<file path="config.mk">
export PLATFORM = sky130hd
export DESIGN_NAME = wets_front
export DESIGN_NICKNAME = d
export VERILOG_FILES = /design/src/wets_pkg.sv /design/src/wets_front.sv
export SDC_FILE = /design/constraint.sdc
export NUM_CORES = 1
export LEC_CHECK = 0
export ABC_AREA = 1
export BUFFER_PORTS_ARGS = -buffer_cell sky130_fd_sc_hd__buf_2
export CORE_MARGIN = 2
export CORE_UTILIZATION = 47
export DETAILED_ROUTE_END_ITERATION = 10
export GPL_TIMING_DRIVEN = 0
export HOLD_SLACK_MARGIN = 0.05
export PLACE_DENSITY = 0.75
export SYNTH_ARGS = -nofsm -noshare
export SYNTH_HDL_FRONTEND = slang
export SYNTH_SLANG_ARGS = --single-unit
</file>
<file path="constraint.sdc">
create_clock -name clock -period 3.95 [get_ports clock]
set_input_delay 0 -clock clock [delete_from_list [all_inputs] [get_ports clock]]
set_output_delay 0 -clock clock [all_outputs]
set_load 0.1 [all_outputs]
</file>
<file path="src/wets_pkg.sv">
// Package for the weighted edge table selector.
// Holds payload structs, opcode and status codes, engine state types.
// No dependencies.
package wets_pkg;

   typedef enum logic [2:0] {
      OP_ADD = 3'd0,
      OP_ENH = 3'd1,
      OP_DEL = 3'd2,
      OP_AGE = 3'd3,
      OP_SEL = 3'd4,
      OP_SUM = 3'd5
   } op_type;

   localparam logic [2:0] ST_OK        = 3'd0;
   localparam logic [2:0] ST_NOT_FOUND = 3'd1;
   localparam logic [2:0] ST_PRESENT   = 3'd2;
   localparam logic [2:0] ST_FULL      = 3'd3;
   localparam logic [2:0] ST_NONE      = 3'd4;

   localparam logic CSR_AGING  = 1'b0;
   localparam logic CSR_THRESH = 1'b1;

   localparam logic [16:0] AGING_RESET = 17'h10000;
   localparam logic [37:0] SUM_MAX     = 38'h3F_FFFF_FFFF;

   typedef struct packed {
      logic [2:0]  command;
      logic [15:0] neighbor_id;
      logic [31:0] amount;
      logic [15:0] random_fraction;
   } req_payload_type;

   typedef struct packed {
      logic [2:0]  status;
      logic [15:0] chosen_id;
      logic [31:0] chosen_weight;
      logic [37:0] total_wt;
   } rsp_payload_type;

   typedef struct packed {
      op_type      op;
      logic [15:0] id;
      logic [31:0] amount;
      logic [15:0] frac;
   } job_type;

   typedef enum logic [2:0] {
      S_IDLE,
      S_SCAN,
      S_FIN,
      S_LAST_RD,
      S_LAST_WR,
      S_MUL,
      S_DONE
   } state_type;

   typedef enum logic [2:0] {
      PH_LOOKUP,
      PH_AGE,
      PH_TOTAL,
      PH_PICK,
      PH_SUM
   } phase_type;

endpackage

</file>
<file path="src/wets_front.sv">
// Front end: accepts requests, decodes the command and queues jobs.
// Two-entry queue toward the engine. Depends on wets_pkg.
module wets_front (
   input  logic                     clock,
   input  logic                     reset,
   input  logic                     req_valid,
   output logic                     req_stall,
   input  wets_pkg::req_payload_type req_payload,
   output logic                     deq_valid,
   input  logic                     deq_ready,
   output wets_pkg::job_type        deq_job
);

   wets_pkg::job_type slot_ff [2];
   logic       wr_ptr_ff, wr_ptr_in;
   logic       rd_ptr_ff, rd_ptr_in;
   logic [1:0] cnt_ff, cnt_in;
   logic       push, pop;
   wets_pkg::job_type job;

   always_comb begin
      job.id     = req_payload.neighbor_id;
      job.amount = req_payload.amount;
      job.frac   = req_payload.random_fraction;
      case (req_payload.command)
         wets_pkg::OP_ADD: job.op = wets_pkg::OP_ADD;
         wets_pkg::OP_ENH: job.op = wets_pkg::OP_ENH;
         wets_pkg::OP_DEL: job.op = wets_pkg::OP_DEL;
         wets_pkg::OP_AGE: job.op = wets_pkg::OP_AGE;
         wets_pkg::OP_SEL: job.op = wets_pkg::OP_SEL;
         default:          job.op = wets_pkg::OP_SUM;
      endcase
   end

   assign req_stall = (cnt_ff == 2'd2);
   assign push      = req_valid && !req_stall;
   assign deq_valid = (cnt_ff != 2'd0);
   assign pop       = deq_valid && deq_ready;
   assign deq_job   = slot_ff[rd_ptr_ff];

   always_comb begin
      wr_ptr_in = push ? ~wr_ptr_ff : wr_ptr_ff;
      rd_ptr_in = pop ? ~rd_ptr_ff : rd_ptr_ff;
      cnt_in    = cnt_ff + {1'b0, push} - {1'b0, pop};
   end

   always_ff @(posedge clock) begin
      if (reset) begin
         wr_ptr_ff <= 1'b0;
         rd_ptr_ff <= 1'b0;
         cnt_ff    <= 2'd0;
      end else begin
         wr_ptr_ff <= wr_ptr_in;
         rd_ptr_ff <= rd_ptr_in;
         cnt_ff    <= cnt_in;
      end
   end

   always_ff @(posedge clock) begin
      if (push) begin
         slot_ff[wr_ptr_ff] <= job;
      end
   end

endmodule

</file>
==> impl_metrics.toml, run 1 <==
[synth]
synthCells = 251
syn_nets = 324
netlist_area_um2 = 5218
yosysUniqueCellTypes = 15
avgSynthCellArea_um2 = 20.79
seq_area_frac_synth_pct = 79.04
yosysWarnings = 0
synth_seq_cells = 139

[clock_network]
cts_resized = 0
cts_sinks = 139
cts_buffers = 17
clock_latency_ns = 0.51
postCtsSetupBuffers = 0
max-clock-path-buffers = 2
cts_tree = "built"
hold_buffers = 71
path_clk_slew_ns = 0.06
htree_levels = 4
cts_root_buf = "clkbuf_8"

[power_and_ir_drop]
p_sw_share_pct = 43.94
seq_power_share_pct = 31.6
p_sw_uw = 2682
irDropWorstVdd_mv = 0.6355
internal_power_uw = 3421
combinationalPowerShare_pct = 42.9
pwr_density_cell_nw_per_um2 = 819.9
p_clk_share_pct = 25.5
p_leak_uw = 0.002954

[run_status]
status = "complete, no violations"

[worst_setup_path]
crit_type = "register to output pin"
worstPathRequired_ns = 3.95
arrival_ns = 1.96
r2r_slack_ns = 2.05
crit_fanout = 10
endpoint_kind = "output pin"
startpoint_type = "register"

[floorplan]
die_height_um = 109.4
chipWidth_um = 109.4
rows = 38
die_area_um2 = 11960
core_um2 = 10840
start_util_pct = 48.13
ios = 140

[layout]
nFillCells = 737
seq_area_um2 = 4124
diodes = 0
drive_gt1_share_pct = 49.90
syn_to_final_growth_pct = 42.66
fin_nets = 555
multi_input_area_um2 = 999.7
design_area_um2 = 7443

[global_routing]
grt_pass1_wl_um = 14810
grt_max_degree = 68
gr-total-overflow = 0
grt_pass1_vias = 3064
grt_use_total_pct = 17.08
grt_antenna_before_repair = 0

[placed_design]
dpl_cell_area_um2 = 6138
hpwl_um = 5639
gp_congestion = 0.7352
port_buffers = 139

[timing]
slew_violations = 0
timing.hold.ws_ns = 0.2079
worst_pin_slew_ns = 0.8789
setup_viol = 0
hold_viol = 0
fin_skew_ns = 0.01044
fin_crit_ns = 1.958
max_freq_mhz = 510.6
period_share_pct = 49.58
relSlewSlack_pct = 41.41
grt_setup_unrepaired = "no"

[routing]
wirelength_um = 9873
first_pass_iters = 4
ant_nets = 0
vias_per_cell = 4.694
wl_per_cell_um = 15.55
dr.first_iter.drc_count = 114
remaining_drc_errors = 0
vias = 2981

[worst_hold_path]
hp-class = "primary input to register"

[run]
cap_violations = 0
[metal layers]
| metal | vias up | global-route usage [%] | wire length, µm |
|---|---|---|---|
| li1 | 1430 | - | - |
| met1 | 1442 | 18.43 | 3863 |
| met2 | 94 | 30.34 | 5303 |
| met3 | 15 | 6.461 | 557 |
| met4 | 0 | 6.510 | 148 |
| met5 | - | 0 | 0 |
[cells in the final DEF (no fill, tap or decap), drive strengths merged]
master and n:
buf 148, edfxtp 134, dlygate4sd3 71, mux2 67
clkbuf 22, inv 11, nor2 10, nand2 8
dfxtp 5, clkinv 5, nand3 3, bufinv 3
clkinvlp 3, a21oi 2, ha 2, a21o 1
[flip-flops by register name (all words and copies together) (netlist names), named ones only]
register	count
rd_ptr_ff	1
slot_ff	134
wr_ptr_ff	1
cnt_ff	2
[worst max-delay path: stages, from the launching register on]
cell and delay [ns]:
dfxtp_1 0.39, buf_4 0.24, buf_6 0.21, mux2_4 0.31, buf_2 0.29
[cell usage after synthesis]
master / instances / area [µm²]
a21o_1: 1 / 7.510
a21oi_1: 2 / 10.01
buf_2: 3 / 15.01
buf_4: 1 / 7.510
buf_6: 3 / 33.78
clkbuf_1: 1 / 3.750
dfxtp_1: 5 / 100.1
edfxtp_1: 134 / 4024
ha_1: 2 / 25.02
inv_1: 11 / 41.29
mux2_2: 37 / 416.7
mux2_4: 30 / 450.4
nand2_1: 8 / 30.03
nand3_1: 3 / 15.01
nor2_1: 10 / 37.54
[power groups by stage]
| stage | logic (µW) | registers, µW | clock network (µW) |
|---|---|---|---|
| 2_1_floorplan | 2200 | 1960 | 0 |
| 3_3_place_gp | 2510 | 1980 | 0 |
| 5_1_grt | 2720 | 1950 | 1670 |
| 4_1_cts | 2620 | 1930 | 1590 |
| 6_report | 2620 | 1930 | 1550 |
| 3_5_place_dp | 2560 | 1960 | 0 |
[stage by stage]
stage	cells	TNS (ns)	power, µW	setup WS, ns	utilization (%)
finish	635	0	6103	1.992	68.66
floorplan	251	0	4159	0.09826	-
detailed placement	532	0	4523	2.144	56.63
global placement	530	-97.98	4491	-1.467	56.16
CTS	635	0	6140	1.930	68.66
global route	635	0	6327	1.883	68.66
[cell type report]
type                       instances  share of cell area [%]
inverter                          11                  0.5883
tap                              140                   2.353
clock buffer                      21                   6.035
buffer                             8                  0.8069
multi-input combinational         93                   13.43
clock inverter                    11                   1.950
sequential                       139                   55.40
timing repair buffer             212                   19.43
[cells by family after synthesis]
logic type               Yosys count  synth area share, %
AND/OR/NAND/NOR                   21                1.583
flip-flops                       139                79.04
multiplexers                      67                16.62
buffers and inverters             19                1.942
adder cells (fa/ha/maj)            2               0.4795
AO/OA/AOI/OAI                      3               0.3358
[worst paths after layout]
| kind | startpoint | to | cells past startpoint |
|---|---|---|---|
| max | register | deq_job[47] | 4 |
| min | req_payload[27] | slot_ff[1][27] | 2 |
| max reg2reg | cnt_ff[0] | slot_ff[1][54] | 4 |
| min reg2reg | rd_ptr_ff | register | 2 |
(Power assumes the default switching activity.)
==> run 2: changes to the inputs <==
CORE_UTILIZATION = 52   (was 47)
PLACE_DENSITY = 0.79   (was 0.75)
clock period = 1.9 ns   (was 3.95 ns; I/O delays follow)
==> run 2 against run 1 <==
  * Power rose by 110%
  * Largest power group unchanged
  * Final cell count is 0.63% lower
  * Critical path depth unchanged
  * Die area shrank 9.3%
  * Largest cell class unchanged
  * Clock skew is 0.0016 ns lower
  * Core utilization grew 8.9 points
==> impl_metrics.toml, run 2 (synthesis gave the netlist of run 1 again) <==
[floorplan]
core_um2 = 9774
ios = 140
die_height_um = 104.2
chipWidth_um = 104.2
die_area_um2 = 10850
rows = 36
start_util_pct = 53.38

[timing]
setup_viol = 0
grt_setup_unrepaired = "no"
period_share_pct = 95.34
worst_pin_slew_ns = 0.5147
slew_violations = 0
fin_skew_ns = 0.008803
max_freq_mhz = 552.0
relSlewSlack_pct = 65.92
timing.hold.ws_ns = 0.2052
fin_crit_ns = 1.811
hold_viol = 0
layout_setup_ws_ns = 0.08856

[worst_setup_path]
endpoint = "deq_job[62]"
regToRegStartpoint = "cnt_ff[0]"
ff2ff_path_depth = 5
crit_top_cell = "buf_6"
crit_cells = 4
endpoint_kind = "output pin"
cpMaxStageDelayCell = "dfxtp_1"
arrival_ns = 1.81
r2r_slack_ns = 0.30
startpoint_type = "register"
slowest_delay_ns = 0.38
regToRegEndpoint = "slot_ff[0][30]"
crit_type = "register to output pin"
worstPathRequired_ns = 1.90
path_cells = "buf_6 > buf_6 > mux2_4 > buf_4"
crit_family = "buffers and inverters"
crit_fanout = 10
cp.buffers_inverters = 3

[run_status]
status = "complete, no violations"

[placed_design]
hpwl_um = 5833
port_buffers = 139
pre_cts_slack_ns = -0.03461
gp_congestion = 0.6763

[global_routing]
grt_pass1_wl_um = 16470
grt_use_total_pct = 20.31
grt_antenna_before_repair = 0
gr-total-overflow = 0
grt_max_degree = 41
grt_pass1_vias = 3347

[layout]
drive_gt1_share_pct = 51.20
largest_register_ff_count = 134
regMostFlops = "slot_ff"
fin_util_pct = 77.60
fin_nets = 560
final_common_cell = "edfxtp_1"
diodes = 0
final_cell_mix = "134 x edfxtp_1, 109 x buf_2, 71 x dlygate4sd3_1"
largest_registers = "slot_ff x134, cnt_ff x2"
syn_to_final_growth_pct = 45.37

[routing]
maxUsedRoutingLayer = "met4"
first_pass_iters = 4
wl_per_cell_um = 16.81
wirelength_um = 10610
ant_nets = 0
wl_met2_um = 5884
vias_per_cell = 4.832
dr.first_iter.drc_count = 101
remaining_drc_errors = 0
vias = 3049
wl_met3_um = 511
wl_met1_um = 4097

[clock_network]
clock_latency_ns = 0.51
cts_buffers = 17
path_clk_slew_ns = 0.06
cts_root_buf = "clkbuf_8"
max-clock-path-buffers = 2
cts_sinks = 139
cts_tree = "built"
htree_levels = 4

[run]
cap_violations = 0

[power_and_ir_drop]
pwr_density_cell_nw_per_um2 = 1696
p_leak_uw = 0.002995
irDropWorstVdd_mv = 1.006

[worst_hold_path]
hp-class = "primary input to register"
==> run 2: cell types whose count changed in the layout (fill, tap and decap cells not counted), sizes merged <==
cell      change
clkinvlp      +2
clkinv        +2
inv           -1
buf           +1
clkbuf        -1
==> run 2: per-stage QoR <==
| step | power (µW) | cells | instance area, µm² | setup TNS [ns] |
|---|---|---|---|---|
| 2_1_floorplan | 8643 | 251 | 5235 | -3.987 |
| 3_3_place_gp | 9311 | 523 | 6097 | -80.26 |
| 3_5_place_dp | 9422 | 526 | 6157 | -1.315 |
| 4_1_cts | 12810 | 628 | 7518 | 0 |
| 5_1_grt | 13260 | 631 | 7585 | 0 |
| 6_report | 12860 | 631 | 7585 | 0 |
==> run 2: layout make-up <==
type	instances	area [µm²]
buffer	8	78.83
clock buffer	17	414.1
clock inverter	13	153.9
fill	562	2190
inverter	11	45.04
multi-input combinational	93	1005
sequential	139	4125
tap	133	166.4
timing repair buffer	216	1589
timing repair inverter	1	7.507
==> run 2: metal layers <==
layer,global-route usage [%],vias to the layer above
li1,-,1435
met1,21.63,1494
met2,37.97,110
met3,5.451,10
met4,8.108,0
met5,0,-
==> run 2: repair_timing <==
| item | 4_1_cts | 5_1_grt |
|---|---|---|
| cloned | 1 | 0 |
| setup buffers | 0 | 3 |
| hold buffers | 71 | 0 |
| endpoints found under the setup margin | 70 | 77 |
| hold endpoints to repair | 150 | 0 |
| resized for setup | 31 | 6 |
==> run 2: how the worst min path moves through the flow <==
| stage | slack, ns | endpoint | depth (start not counted) | start |
|---|---|---|---|---|
| global placement | 0.16 | cnt_ff[0] | 2 | reset |
| CTS | 0.18 | cnt_ff[0] | 3 | reset |
| detailed placement | 0.17 | cnt_ff[0] | 2 | reset |
| global route | 0.19 | cnt_ff[0] | 3 | reset |
| floorplan | 0.06 | cnt_ff[0] | 1 | reset |
| finish | 0.21 | cnt_ff[0] | 3 | reset |
==> run 2: where the power goes <==
group / internal [µW] / leakage (µW) / switching (µW)
Sequential: 3890 / 0.00129 / 128
Combinational: 1360 / 0.00143 / 4330
Clock: 1970 / 0.000273 / 1180
==> run 2: tightest hold or removal path: stages <==
cell and delay (ns):
dlygate4sd3_1 0.52, buf_2 0.12, nor2_1 0.04
